`src/rtl/ddo_pkg.sv`:
```
// ----------------------------------------------------------------------------
// ddo_pkg: shared definitions for the differential drive odometry core
// Widths, CORDIC constants, multiplier operand codes and the command word
// that the controller sends to the datapath.
// ----------------------------------------------------------------------------
package ddo_pkg;

  // CORDIC iteration count; the arctangent table caps it.
  localparam int unsigned CordicSteps = 16;
  localparam int unsigned AngTableLen = 24;
  localparam int unsigned CordicIters =
      (CordicSteps > AngTableLen) ? AngTableLen : CordicSteps;
  localparam int unsigned IterW = $clog2(AngTableLen);

  // Configuration port
  localparam int unsigned CfgIdxW  = 2;
  localparam int unsigned CfgDataW = 20;
  typedef logic [CfgIdxW-1:0] cfg_idx_t;
  localparam cfg_idx_t RegSpeedScale    = 2'd0;
  localparam cfg_idx_t RegAnglePerMeter = 2'd1;

  // Datapath widths
  localparam int unsigned CordW = 34;
  localparam int unsigned MulW  = 34;
  localparam int unsigned ProdW = 2 * MulW;

  // Start vector length in Q1.30, the CORDIC gain folded in
  localparam logic signed [CordW-1:0] CordicGain = 34'sd652032874;

  // Arctangent of 2^-i in units of a 32-bit binary turn
  localparam logic [31:0] AtanTurn [AngTableLen] = '{
    32'h20000000, 32'h12E4051E, 32'h09FB385B, 32'h051111D4, 32'h028B0D43,
    32'h0145D7E1, 32'h00A2F61E, 32'h00517C55, 32'h0028BE53, 32'h00145F2F,
    32'h000A2F98, 32'h000517CC, 32'h00028BE6, 32'h000145F3, 32'h0000A2FA,
    32'h0000517D, 32'h000028BE, 32'h0000145F, 32'h00000A30, 32'h00000518,
    32'h0000028C, 32'h00000146, 32'h000000A3, 32'h00000051
  };

  // Operand pairs for the shared multiplier
  typedef enum logic [2:0] {
    MulLeftSpeed  = 3'd0,
    MulRightSpeed = 3'd1,
    MulTime       = 3'd2,
    MulHeading    = 3'd3,
    MulCos        = 3'd4,
    MulSin        = 3'd5
  } mul_op_e;

  typedef struct packed {
    logic             load_in;
    mul_op_e          mul_op;
    logic             cap_dl;
    logic             cap_dr;
    logic             upd_heading;
    logic             cordic_init;
    logic             cordic_step;
    logic [IterW-1:0] iter;
    logic             cordic_fix;
    logic             upd_x;
    logic             upd_y;
    logic             load_out;
  } dp_cmd_t;

endpackage

```
`src/rtl/ddo_ctrl.sv`:
```
// ----------------------------------------------------------------------------
// ddo_ctrl: sequencer for the odometry update
// Walks one transaction through the multiply schedule, the CORDIC
// iterations and the position update, and owns both handshakes.
// ----------------------------------------------------------------------------
module ddo_ctrl (
  input  logic             clk_i,
  input  logic             rst_ni,
  input  logic             in_valid_i,
  output logic             in_stall_o,
  output logic             out_valid_o,
  input  logic             out_stall_i,
  output ddo_pkg::dp_cmd_t cmd_o
);

  typedef enum logic [14:0] {
    StIdle = 15'h0001,
    StLs   = 15'h0002,
    StLt   = 15'h0004,
    StRs   = 15'h0008,
    StRt   = 15'h0010,
    StDr   = 15'h0020,
    StHd   = 15'h0040,
    StHu   = 15'h0080,
    StCi   = 15'h0100,
    StCr   = 15'h0200,
    StCf   = 15'h0400,
    StMx   = 15'h0800,
    StMy   = 15'h1000,
    StXy   = 15'h2000,
    StDone = 15'h4000
  } state_e;

  state_e                    state_q, state_d;
  logic [ddo_pkg::IterW-1:0] iter_q, iter_d;
  logic                      out_valid_q, out_valid_d;
  logic                      iter_last;

  assign iter_last   = (iter_q == ddo_pkg::IterW'(ddo_pkg::CordicIters - 1));
  assign in_stall_o  = (state_q != StIdle);
  assign out_valid_o = out_valid_q;

  always_comb begin
    state_d       = state_q;
    iter_d        = iter_q;
    cmd_o         = '0;
    cmd_o.mul_op  = ddo_pkg::MulLeftSpeed;
    cmd_o.iter    = iter_q;
    unique case (state_q)
      StIdle: begin
        if (in_valid_i) begin
          cmd_o.load_in = 1'b1;
          state_d       = StLs;
        end
      end
      StLs: begin
        cmd_o.mul_op = ddo_pkg::MulLeftSpeed;
        state_d      = StLt;
      end
      StLt: begin
        cmd_o.mul_op = ddo_pkg::MulTime;
        state_d      = StRs;
      end
      StRs: begin
        cmd_o.cap_dl = 1'b1;
        cmd_o.mul_op = ddo_pkg::MulRightSpeed;
        state_d      = StRt;
      end
      StRt: begin
        cmd_o.mul_op = ddo_pkg::MulTime;
        state_d      = StDr;
      end
      StDr: begin
        cmd_o.cap_dr = 1'b1;
        state_d      = StHd;
      end
      StHd: begin
        cmd_o.mul_op = ddo_pkg::MulHeading;
        state_d      = StHu;
      end
      StHu: begin
        cmd_o.upd_heading = 1'b1;
        state_d           = StCi;
      end
      StCi: begin
        cmd_o.cordic_init = 1'b1;
        iter_d            = '0;
        state_d           = StCr;
      end
      StCr: begin
        cmd_o.cordic_step = 1'b1;
        if (iter_last) begin
          state_d = StCf;
        end else begin
          iter_d = iter_q + 1'b1;
        end
      end
      StCf: begin
        cmd_o.cordic_fix = 1'b1;
        state_d          = StMx;
      end
      StMx: begin
        cmd_o.mul_op = ddo_pkg::MulCos;
        state_d      = StMy;
      end
      StMy: begin
        cmd_o.mul_op = ddo_pkg::MulSin;
        cmd_o.upd_x  = 1'b1;
        state_d      = StXy;
      end
      StXy: begin
        cmd_o.upd_y = 1'b1;
        state_d     = StDone;
      end
      StDone: begin
        // hold until the output register is free or drains this cycle
        if (!out_valid_q || !out_stall_i) begin
          cmd_o.load_out = 1'b1;
          state_d        = StIdle;
        end
      end
      default: begin
        state_d = StIdle;
      end
    endcase
  end

  always_comb begin
    out_valid_d = out_valid_q;
    if (out_valid_q && !out_stall_i) begin
      out_valid_d = 1'b0;
    end
    if (cmd_o.load_out) begin
      out_valid_d = 1'b1;
    end
  end

  always_ff @(posedge clk_i or negedge rst_ni) begin
    if (!rst_ni) begin
      state_q     <= StIdle;
      iter_q      <= '0;
      out_valid_q <= 1'b0;
    end else begin
      state_q     <= state_d;
      iter_q      <= iter_d;
      out_valid_q <= out_valid_d;
    end
  end

endmodule

```
`config.mk`:
```
export PLATFORM = sky130hd
export DESIGN_NAME = ddo_ctrl
export DESIGN_NICKNAME = d
export VERILOG_FILES = /design/src/rtl/ddo_pkg.sv /design/src/rtl/ddo_ctrl.sv
export SDC_FILE = /design/constraint.sdc
export NUM_CORES = 1
export LEC_CHECK = 0
export ABC_AREA = 1
export BUFFER_PORTS_ARGS = -buffer_cell sky130_fd_sc_hd__buf_2
export CORE_ASPECT_RATIO = 1.5
export CORE_MARGIN = 3
export CORE_UTILIZATION = 48
export CTS_BUF_LIST = sky130_fd_sc_hd__clkbuf_8
export DETAILED_ROUTE_END_ITERATION = 6
export MAX_ROUTING_LAYER = met4
export PLACE_DENSITY = 0.71
export SLEW_MARGIN = 20
export SYNTH_ARGS = -nofsm -noshare
export SYNTH_HDL_FRONTEND = slang
export SYNTH_SLANG_ARGS = --single-unit
```
`constraint.sdc`:
```
create_clock -name clk_i -period 4.24 [get_ports clk_i]
set_input_delay 0.424 -clock clk_i [delete_from_list [all_inputs] [get_ports clk_i]]
set_output_delay 0.424 -clock clk_i [all_outputs]
set_load 0.01 [all_outputs]
```
==> summary.md <==
| Metric | Value |
|---|---|
| Unrepaired setup endpoints after global routing | false |
| Share of layout cells above drive strength 1 | 0.253 |
| Worst skew pair latency | 260 ps |
| Critical path's top delay family | simple AND/OR/NAND/NOR gates |
| Data required, critical path | 3820 ps |
| Vias | 1099 |
| Die Y | 67.8 um |
| Kind of critical path | flip-flop to output port |
| Port Buffers | 23 |
| Initial DRC Count | 20 |
| Die Wd | 47.2 um |
| Post-route ant nets | 0 |
| CTS tree | done |
| Routed vias/inst | 5.26 |
| H-tree levels | 1 |
| Final layout net count | 193 |
| Top Ports | 24 |
| Initial Util | 0.522 |
| Setup_tns | 0 ps |
| GPL Wtd Cong | 0.824 |
| Commonest cells post-synth | nor2_1 (31), inv_1 (28), nand2_1 (25) |
| Final hold vios | 0 |
| Register area share after synthesis | 0.431 |
| Mean post-synth cell area | 7.63 um2 |
| Finish-stage setup viols | 0 |
| Synth Register Bits | 21 |
| Crit start category | flip-flop |
| Final global-route overflow total | 0 |
| Placed instance area | 1360 um2 |
| Critical path's largest stage delay | 550 ps |
| Clock skew | 1.84 ps |
| Yosys top cell area share | 0.410 |
| Fillers | 217 |
| Most used DFF post-synth | dfrtp_1 |
| Least-Margin Pin Slew | 473 ps |
| Ranking of synthesized cells by area | dfrtp_1 (41%), nor2_1 (9.5%), inv_1 (8.6%), nand2_1 (7.7%), nand3_1 (5.7%) |
| Worst rel slew slack | 0.685 |
| Ant. Diodes | 0 |
| Die area | 3200 um2 |
| Cts hold-fix bufs | 0 |
| WL per Instance | 12.3 um |
| Crit. End Element | output port |
| Num CTS Buffers | 3 |
| Max Cap Viol | 0 |
| Vias in the first global route | 1076 |
| Min cycle time layout | 2270 ps |
| Max Buffers Root-to-Sink | 2 |
| CP max-delay cell | dfstp_2 |
| Root Buffer | clkbuf_8 |
| Post-synth top area cell | dfrtp_1 |
| Syn Inst Count | 160 |
| WL final | 2.56 mm |
| CTS resizes | 0 |
| Largest net degree at the start of global routing | 22 |
| Initial antenna violation count | 0 |
| Crit-path max FO | 10 |
| Post-synth EDFFs | 0 |
| P_leak | 0.894 nW |
| # Post-CTS Setup Buffers | 0 |
| GRT Util Overall | 0.195 |
| Sink Count | 21 |
| Area of the mapped netlist | 1220 um2 |
| Count leader, synth | nor2_1 |
| Bufs and invs on worst path | 3 |
| Worst path cell trace | nor2_2, nand2_2, nor2_8, nand2_4, inv_4, nand2_4, nand2_1, nor2_1, inv_2, nor2_1, buf_2 |
| Worst-path clk slew | 70 ps |
| Status | finished clean |
| DR pass1 iterations | 4 |
| HPWL after DPL | 2.07 mm |
| Design Area, Final | 1400 um2 |
| Pins Over Slew Limit | 0 |
| Row cnt | 21 |
| Area Growth Syn to Fin | 14.9% |
| Critical Path AT | 1850 ps |
| HP Class | input pin to asynchronous set/reset pin |
| Yosys warns | 0 |
| DRC Markers | 0 |
| First-pass GRT wire length | 4.34 mm |
| Fin crit share | 0.535 |
| CORE AREA | 2340 um2 |
| VDD IR-drop max | 0.188 mV |
| Final Core Density | 0.600 |
| Achievable frequency | 441 MHz |
| FFs w/ async S/R, synth | 1.00 |
| Post-synth net total | 166 |
| Synth unique cells | 25 |
| P per Cell Area | 388 nW/um2 |
cell usage in the layout, fill, tap and decap left out, drive strengths merged:
| cell | n |
|---|---|
| nor3 | 4 |
| nor2 | 40 |
| inv | 31 |
| ha | 2 |
| dfrtp | 20 |
| o22ai | 2 |
| dfstp | 1 |
| and2 | 1 |
| clkbuf | 3 |
| and3 | 1 |
| o21ai | 6 |
| buf | 23 |
| nand3b | 1 |
| nor4 | 2 |
| a21oi | 1 |
| nand3 | 14 |
| xnor2 | 1 |
| nand2 | 33 |
path summary, 6_finish.rpt:
| kind | to | slack (ps) | from | cells after the start |
|---|---|---|---|---|
| worst min-delay path | state_q[11] | 110 | rst_ni | 1 |
| max in group asynchronous | state_q[0] | 3780 | rst_ni | 1 |
| min in group clk_i | state_q[0] | 370 | in_valid_i | 4 |
| worst max register to register | iter_q[3] | 2680 | iter_q[0] | 9 |
| worst max-delay path | cmd_o[17] | 1970 | state_q[0] | 11 |
| worst min register to register | out_valid_o | 510 | out_valid_o | 2 |
final cells by class:
cell class,count,area [um2],share of cell area
sequential,21,527,0.376
inverter,30,115,0.0821
clock inverter,1,3.75,0.00268
multi-input combinational,108,572,0.408
clock buffer,3,41.3,0.0294
timing repair buffer,23,115,0.0821
tap,23,28.8,0.0205
metrics by stage:
stage / worst slack, ps / cells / hold slack [ps] / power, W
after floorplan: 2390 / 160 / 128 / 0.000374
final: 1970 / 209 / 115 / 0.000544
after global placement: 2300 / 205 / 398 / 0.000417
after detailed placement: 2260 / 205 / 405 / 0.000425
after CTS: 1970 / 209 / 128 / 0.000549
after global routing: 1740 / 209 / 142 / 0.000585
per-layer routing:
layer	share of wire	GRT usage	vias up
met3	0.042	0.0213	6
li1	-	-	544
met2	0.55	0.347	32
met5	0	-	-
met4	0.027	0.107	0
met1	0.38	0.196	517
report_power, final:
part | switching (W) | leakage, nW | total [W] | internal (W)
registers | 0.0000128 | 0.288 | 0.000232 | 0.000220
logic | 0.000126 | 0.578 | 0.000187 | 0.0000606
clock network | 0.0000606 | 0.0269 | 0.000125 | 0.0000644
cell families after synthesis:
logic type               synth area share
AO/OA/AOI/OAI                      0.0420
buffers and inverters               0.100
XOR/XNOR                          0.00717
adder cells (fa/ha/maj)            0.0205
AND/OR/NAND/NOR                     0.399
flip-flops                          0.431
registers in the layout (all words and copies together) (netlist names):
signal,cells
iter_q,5
out_valid_o,1
state_q,15
No activity file was read; power rests on OpenSTA's default activity.
