File: config.mk
export PLATFORM = sky130hd
export DESIGN_NAME = ddo_datapath
export DESIGN_NICKNAME = d
export VERILOG_FILES = /design/src/rtl/ddo_pkg.sv /design/src/rtl/ddo_datapath.sv
export SDC_FILE = /design/constraint.sdc
export NUM_CORES = 2
export LEC_CHECK = 0
export BUFFER_PORTS_ARGS = -buffer_cell sky130_fd_sc_hd__buf_2
export CORE_AREA = 2 2 407 409
export CTS_CLUSTER_SIZE = 25
export DETAILED_ROUTE_END_ITERATION = 12
export DIE_AREA = 0 0 409 411
export PLACE_DENSITY = 0.6
export REMOVE_ABC_BUFFERS = 1
export SYNTH_ARGS = -nofsm -noshare
export SYNTH_HDL_FRONTEND = slang
export SYNTH_SLANG_ARGS = --single-unit
File: constraint.sdc
create_clock -name clk_i -period 15.9 [get_ports clk_i]
set_clock_uncertainty 0.05 [all_clocks]
set_input_delay 3.18 -clock clk_i [delete_from_list [all_inputs] [get_ports clk_i]]
set_output_delay 3.18 -clock clk_i [all_outputs]
set_load 0.005 [all_outputs]
File: src/rtl/ddo_pkg.sv
// ----------------------------------------------------------------------------
// ddo_pkg: shared definitions for the differential drive odometry core
// Widths, CORDIC constants, multiplier operand codes and the command word
// that the controller sends to the datapath.
// ----------------------------------------------------------------------------
package ddo_pkg;

  // CORDIC iteration count; the arctangent table caps it.
  localparam int unsigned CordicSteps = 16;
  localparam int unsigned AngTableLen = 24;
  localparam int unsigned CordicIters =
      (CordicSteps > AngTableLen) ? AngTableLen : CordicSteps;
  localparam int unsigned IterW = $clog2(AngTableLen);

  // Configuration port
  localparam int unsigned CfgIdxW  = 2;
  localparam int unsigned CfgDataW = 20;
  typedef logic [CfgIdxW-1:0] cfg_idx_t;
  localparam cfg_idx_t RegSpeedScale    = 2'd0;
  localparam cfg_idx_t RegAnglePerMeter = 2'd1;

  // Datapath widths
  localparam int unsigned CordW = 34;
  localparam int unsigned MulW  = 34;
  localparam int unsigned ProdW = 2 * MulW;

  // Start vector length in Q1.30, the CORDIC gain folded in
  localparam logic signed [CordW-1:0] CordicGain = 34'sd652032874;

  // Arctangent of 2^-i in units of a 32-bit binary turn
  localparam logic [31:0] AtanTurn [AngTableLen] = '{
    32'h20000000, 32'h12E4051E, 32'h09FB385B, 32'h051111D4, 32'h028B0D43,
    32'h0145D7E1, 32'h00A2F61E, 32'h00517C55, 32'h0028BE53, 32'h00145F2F,
    32'h000A2F98, 32'h000517CC, 32'h00028BE6, 32'h000145F3, 32'h0000A2FA,
    32'h0000517D, 32'h000028BE, 32'h0000145F, 32'h00000A30, 32'h00000518,
    32'h0000028C, 32'h00000146, 32'h000000A3, 32'h00000051
  };

  // Operand pairs for the shared multiplier
  typedef enum logic [2:0] {
    MulLeftSpeed  = 3'd0,
    MulRightSpeed = 3'd1,
    MulTime       = 3'd2,
    MulHeading    = 3'd3,
    MulCos        = 3'd4,
    MulSin        = 3'd5
  } mul_op_e;

  typedef struct packed {
    logic             load_in;
    mul_op_e          mul_op;
    logic             cap_dl;
    logic             cap_dr;
    logic             upd_heading;
    logic             cordic_init;
    logic             cordic_step;
    logic [IterW-1:0] iter;
    logic             cordic_fix;
    logic             upd_x;
    logic             upd_y;
    logic             load_out;
  } dp_cmd_t;

endpackage

File: src/rtl/ddo_datapath.sv
// ----------------------------------------------------------------------------
// ddo_datapath: arithmetic for the odometry update
// Configuration registers, one shared registered multiplier, an iterative
// CORDIC rotator, the pose state and the output register.
// ----------------------------------------------------------------------------
module ddo_datapath (
  input  logic                         clk_i,
  input  logic                         rst_ni,
  input  ddo_pkg::dp_cmd_t             cmd_i,
  input  logic                         cfg_we_i,
  input  ddo_pkg::cfg_idx_t            cfg_idx_i,
  input  logic [ddo_pkg::CfgDataW-1:0] cfg_wdata_i,
  input  logic signed [15:0]           left_ticks_i,
  input  logic signed [15:0]           right_ticks_i,
  input  logic [15:0]                  elapsed_time_i,
  output logic signed [31:0]           pos_x_o,
  output logic signed [31:0]           pos_y_o,
  output logic [15:0]                  heading_o
);

  localparam int unsigned MulW  = ddo_pkg::MulW;
  localparam int unsigned ProdW = ddo_pkg::ProdW;
  localparam int unsigned CordW = ddo_pkg::CordW;

  // configuration
  logic [15:0] speed_q;
  logic [19:0] apm_q;

  // latched transaction
  logic signed [15:0] left_q, right_q;
  logic [15:0]        time_q;

  // multiplier
  logic signed [MulW-1:0]  mul_a, mul_b;
  logic signed [ProdW-1:0] prod_d, prod_q;

  // wheel distances
  logic signed [31:0] dl_q, dr, mean_q;
  logic signed [32:0] diff_q, sum_lr;

  // pose
  logic [15:0]        heading_q;
  logic signed [31:0] x_q, y_q;
  logic signed [37:0] dpos;
  logic signed [38:0] x_sum, y_sum;

  // CORDIC
  logic signed [CordW-1:0] cx_q, cy_q, cz_q;
  logic signed [CordW-1:0] xs, ys, atan_v;
  logic                    flip;
  logic                    flip_q;
  logic [31:0]             ang;

  // output register
  logic signed [31:0] out_x_q, out_y_q;
  logic [15:0]        out_h_q;

  function automatic logic signed [31:0] sat32(input logic signed [38:0] v);
    logic signed [31:0] r;
    if (v > 39'sd2147483647) begin
      r = 32'sh7FFF_FFFF;
    end else if (v < -39'sd2147483648) begin
      r = 32'sh8000_0000;
    end else begin
      r = v[31:0];
    end
    return r;
  endfunction

  always_ff @(posedge clk_i or negedge rst_ni) begin
    if (!rst_ni) begin
      speed_q <= '0;
      apm_q   <= '0;
    end else if (cfg_we_i) begin
      unique case (cfg_idx_i)
        ddo_pkg::RegSpeedScale:    speed_q <= cfg_wdata_i[15:0];
        ddo_pkg::RegAnglePerMeter: apm_q   <= cfg_wdata_i[19:0];
        default: ;
      endcase
    end
  end

  always_comb begin
    mul_a = '0;
    mul_b = '0;
    unique case (cmd_i.mul_op)
      ddo_pkg::MulLeftSpeed: begin
        mul_a = MulW'(left_q);
        mul_b = {{(MulW-16){1'b0}}, speed_q};
      end
      ddo_pkg::MulRightSpeed: begin
        mul_a = MulW'(right_q);
        mul_b = {{(MulW-16){1'b0}}, speed_q};
      end
      ddo_pkg::MulTime: begin
        mul_a = MulW'(signed'(prod_q[31:0]));
        mul_b = {{(MulW-16){1'b0}}, time_q};
      end
      ddo_pkg::MulHeading: begin
        mul_a = MulW'(diff_q);
        mul_b = {{(MulW-20){1'b0}}, apm_q};
      end
      ddo_pkg::MulCos: begin
        mul_a = MulW'(mean_q);
        mul_b = cx_q;
      end
      ddo_pkg::MulSin: begin
        mul_a = MulW'(mean_q);
        mul_b = cy_q;
      end
      default: ;
    endcase
  end

  assign prod_d = mul_a * mul_b;

  // floor shift by 16 of a value known to fit 48 bits
  assign dr     = signed'(prod_q[47:16]);
  assign sum_lr = 33'(dl_q) + 33'(dr);

  // move angles of the left half plane by half a turn
  assign flip = heading_q[15] ^ heading_q[14];
  assign ang  = {heading_q[15] ^ flip, heading_q[14:0], 16'h0000};

  assign xs     = cx_q >>> cmd_i.iter;
  assign ys     = cy_q >>> cmd_i.iter;
  assign atan_v = {{(CordW-32){1'b0}}, ddo_pkg::AtanTurn[cmd_i.iter]};

  assign dpos  = signed'(prod_q[ProdW-1:30]);
  assign x_sum = 39'(x_q) + 39'(dpos);
  assign y_sum = 39'(y_q) + 39'(dpos);

  always_ff @(posedge clk_i) begin
    prod_q <= prod_d;
    if (cmd_i.load_in) begin
      left_q  <= left_ticks_i;
      right_q <= right_ticks_i;
      time_q  <= elapsed_time_i;
    end
    if (cmd_i.cap_dl) begin
      dl_q <= signed'(prod_q[47:16]);
    end
    if (cmd_i.cap_dr) begin
      diff_q <= 33'(dr) - 33'(dl_q);
      mean_q <= signed'(sum_lr[32:1]);
    end
    if (cmd_i.cordic_init) begin
      cx_q   <= ddo_pkg::CordicGain;
      cy_q   <= '0;
      cz_q   <= CordW'(signed'(ang));
      flip_q <= flip;
    end else if (cmd_i.cordic_step) begin
      if (!cz_q[CordW-1]) begin
        cx_q <= cx_q - ys;
        cy_q <= cy_q + xs;
        cz_q <= cz_q - atan_v;
      end else begin
        cx_q <= cx_q + ys;
        cy_q <= cy_q - xs;
        cz_q <= cz_q + atan_v;
      end
    end else if (cmd_i.cordic_fix && flip_q) begin
      cx_q <= -cx_q;
      cy_q <= -cy_q;
    end
    if (cmd_i.load_out) begin
      out_x_q <= x_q;
      out_y_q <= y_q;
      out_h_q <= heading_q;
    end
  end

  always_ff @(posedge clk_i or negedge rst_ni) begin
    if (!rst_ni) begin
      heading_q <= '0;
      x_q       <= '0;
      y_q       <= '0;
    end else begin
      if (cmd_i.upd_heading) begin
        // only the low word of the heading step survives the wrap
        heading_q <= heading_q + prod_q[31:16];
      end
      if (cmd_i.upd_x) begin
        x_q <= sat32(x_sum);
      end
      if (cmd_i.upd_y) begin
        y_q <= sat32(y_sum);
      end
    end
  end

  assign pos_x_o   = out_x_q;
  assign pos_y_o   = out_y_q;
  assign heading_o = out_h_q;

endmodule

==> summary.md <==
| Metric | Value |
|---|---|
| R2R cell count | 34 |
| Tmin final | 13.42 ns |
| Mapped cell area | approximately 78000 um2 |
| Longest Clk Path Bufs | 3 |
| I/O pin total | around 170 |
| Share of cells above drive strength 1 | 8.35% |
| Final net count | around 10000 |
| Top Layer Used | met5 |
| Crit Path Max Fanout | 34 |
| H-tree levels | 2 |
| Pre-CTS setup slack | around 1.8 ns |
| # setup viols final | 0 |
| Critical path class | primary input to register |
| Initial Utilization | 47.7% |
| Largest net degree at the start of global routing | about 70 |
| Area grow syn2layout | 7.04% |
| Post-route DRC | 0 |
| Die height | 411 um |
| Setup ws final | 2.48 ns |
| Least-Margin Pin Slew | ~1.5 ns |
| CTS Root Cell | clkbuf_16 |
| Hold Path Class | register to register |
| Final setup TNS | 0 ns |
| Final Max Tran Viols | 0 |
| Filler cell count | 15400 |
| Wire per inst | around 24 um |
| Critical path launch point type | primary input |
| EDFF count, synth | ~240 |
| Fmax | between 0.07 and 0.08 GHz |
| Die footprint | about 170000 um2 |
| DP Cell Count | 10600 |
| Core Box Area | between 150000 and 200000 um2 |
| Async S/R FF share, synth | a little under a quarter |
| Setup crit end kind | register |
| I/O Buffers | 170 |
| Routed met3 length | 17.7 mm |
| CP arrival | 13.97 ns |
| Final hold violation count | 0 |
| Status | complete, no violations |
| Max_slew headroom | 2.35% |
| DR vias | 62100 |
| Syn Area/Cell | about 9.1 um2 |
| Hold WS | 0.433 ns |
| Hpwl dp | around 210 mm |
| Clk_lat worst skew | 0.73 ns |
| Post-synthesis cell type count | 93 |
| Syn. warnings | 0 |
| Num CTS Buffers | between 60 and 70 |
| Post-CTS Hold Fix Bufs | 0 |
| Hold path depth | 0 |
| Gpl congestion | 0.968 |
| Clock-pin slew of the registers on the worst-case setup and hold paths | 0.06 ns |
| Met1 WL | about 100 mm |
| Number of gates resized after CTS | 0 |
| DR vias/cell | a little under 6 |
| Tcrit/Tclk final | a little over four fifths |
| Die Wd | around 410 um |
| Multi-input gate area | between 50000 and 60000 um2 |
| Synthesis-stage register bit count | slightly above 500 |
| DRT iter0 DRCs | 5384 |
| CTS tree | done |
| Pre-Repair DR Iteration Count | 8 |
| Non-filler cells, final | 10800 |
| First-pass GRT wire length | just under 400 mm |
| FF/Latch Area | 13300 um2 |
| Synth Instances | ~8600 |
| CP required | about 16 ns |
| Final wirelength | between 200 and 300 mm |
| Vias in the first global route | 64200 |
| RSZ-0062 raised after global routing | false |
| Register area share after synthesis | between 15 and 20% |
| Total track usage | between 30% and 40% |
| Total gr overflow | 0 |
| Clock Sinks | 512 |
| DRT antenna net count | 0 |
| FP Rows | roughly 150 |
| Most common flop cell mapped by yosys | edfxtp_1 |
| Initial antenna violation count | 9 |
| Met2 routed WL | between 100 and 150 mm |
| Max-cap violation count | 0 |
| Setup bufs post-CTS | 0 |
-- area by class of cell --
cell class	instances	share of cell area, %
multi-input combinational	6256	69.8
sequential	512	15.9
inverter	1353	6.07
tap	2189	3.27
timing repair buffer	325	2.43
clock buffer	79	2.05
clock inverter	37	0.549
antenna	6	0.0179
-- layer usage --
layer  GRT usage, %  vias to the layer above
li1               -                    27600
met1           39.3                    31500
met2           51.8                     2426
met3           4.68                      629
met4           16.5                        6
met5              0                        -
-- Yosys cell counts (23+ instances only) --
| library cell | number | area share [%] |
|---|---|---|
| nor2b_1 | 60 | 0.48 |
| o21ai_0 | 212 | 1.4 |
| buf_2 | 30 | 0.19 |
| mux4_1 | 25 | 0.84 |
| a21oi_1 | 481 | 3.1 |
| a31oi_1 | 50 | 0.40 |
| edfxtp_1 | 244 | 9.4 |
| nor2_1 | 1049 | 5.0 |
| a211oi_1 | 100 | 0.96 |
| xor2_1 | 160 | 1.8 |
| buf_1 | 38 | 0.18 |
| o21a_1 | 47 | 0.45 |
| ha_1 | 466 | 7.5 |
| xnor2_1 | 262 | 2.9 |
| a211o_1 | 36 | 0.40 |
| fa_1 | 1226 | 31 |
| nand2_1 | 848 | 4.1 |
| inv_1 | 1349 | 6.5 |
| clkbuf_1 | 368 | 1.8 |
| nand3_1 | 56 | 0.36 |
| and3_1 | 51 | 0.41 |
| or2_2 | 25 | 0.20 |
| o31ai_1 | 37 | 0.36 |
| dfxtp_1 | 152 | 3.9 |
| mux2i_1 | 107 | 1.4 |
| and2_1 | 35 | 0.28 |
| or3_1 | 30 | 0.24 |
| a21o_1 | 179 | 1.7 |
| mux2_2 | 110 | 1.6 |
| nor4_1 | 23 | 0.18 |
| nor3_1 | 79 | 0.51 |
| dfrtp_1 | 116 | 3.7 |
| mux4_2 | 68 | 2.0 |
| nand2b_1 | 93 | 0.74 |
| nand4_1 | 29 | 0.23 |
| o21bai_1 | 48 | 0.46 |
-- logic make-up (layout without fill, tap and decap cells) --
| kind of cell | Yosys count | after routing | share of synthesized area (%) |
|---|---|---|---|
| flops | 512 | 512 | 17.0 |
| fa+ha+maj | 1692 | 1692 | 38.8 |
| buf+inv | 1801 | 1794 | 8.83 |
| compound gates | 1384 | 1384 | 11.3 |
| simple gates | 2445 | 2445 | 13.5 |
| other cells | 0 | 6 | 0 |
| mux | 313 | 313 | 5.81 |
| xor+xnor | 422 | 422 | 4.73 |
-- critical path, stage by stage --
cell      delay, ns
buf_2          0.14
inv_1          0.39
nor2_4         0.98
buf_4          0.46
a222oi_1       0.14
buf_4          0.30
or2_2          0.37
fa_1           0.66
inv_1          0.14
fa_1           0.54
fa_1           1.10
inv_1          0.16
fa_1           0.60
fa_1           0.46
fa_1           0.58
fa_1           0.44
fa_1           0.64
inv_1          0.07
ha_1           0.38
nand2_1        0.14
nor4b_1        0.26
a21oi_1        0.17
o311ai_0       0.54
a31oi_1        0.20
o21ai_0        0.49
a211oi_1       0.17
xnor2_1        0.16
-- final timing paths --
| path | from | to | slack [ns] |
|---|---|---|---|
| min reg2reg | x_q[0] | pos_x_o[0] | 0.43 |
| max reg2reg | right_q[15] | prod_q[66] | 5.25 |
| max in group asynchronous | rst_ni | apm_q[12] | 11.96 |
| min | x_q[0] | pos_x_o[0] | 0.43 |
| min in group asynchronous | rst_ni | y_q[31] | 2.40 |
| max | cmd_i[16] | prod_q[65] | 2.48 |
-- placed cells by master (no fill, tap or decap), drive strengths merged, types with 15 or more instances in the layout --
cell type | synthesis | final
and2 | 37 | 37
nand3 | 57 | 57
nor2 | 1050 | 1050
mux4 | 93 | 93
o21bai | 48 | 48
mux2 | 113 | 113
xnor2 | 262 | 262
xor2 | 160 | 160
or2 | 25 | 25
nand4 | 29 | 29
nor3 | 80 | 80
clkinv | 4 | 27
or3 | 30 | 30
inv | 1349 | 1354
clkbuf | 369 | 79
buf | 79 | 325
o21ai | 213 | 213
ha | 466 | 466
dfxtp | 152 | 152
o211ai | 18 | 18
and3 | 51 | 51
o41ai | 15 | 15
fa | 1226 | 1226
dfrtp | 116 | 116
a211o | 36 | 36
a31oi | 50 | 50
a21o | 179 | 179
o21a | 47 | 47
nor2b | 60 | 60
mux2i | 107 | 107
nand2 | 848 | 848
nor4 | 23 | 23
edfxtp | 244 | 244
a21oi | 482 | 482
a211oi | 101 | 101
o31ai | 37 | 37
nand2b | 93 | 93
nor3b | 19 | 19
-- stage by stage --
stage	instance area (um2)	utilization, %
CTS	83700	51.1
global route	83700	51.1
detailed placement	81500	49.7
finish	83700	51.1
global placement	81500	49.7
floorplan	76400	-
-- state kept, by name, summed over array words and instances, names as in the netlist --
| signal | cells |
|---|---|
| x_q | 32 |
| cx_q | 34 |
| prod_q | 68 |
| right_q | 16 |
| dl_q | 32 |
| flip_q | 1 |
| cz_q | 34 |
| pos_y_o | 32 |
| mean_q | 32 |
| left_q | 16 |
| y_q | 32 |
| apm_q | 20 |
| diff_q | 33 |
| heading_q | 16 |
| cy_q | 34 |
| pos_x_o | 32 |
| speed_q | 16 |
| time_q | 16 |
| heading_o | 16 |
Power is left out: the tool's default activity adds up to more than one toggle a clock period on the data nets, which glitch-free logic cannot reach.
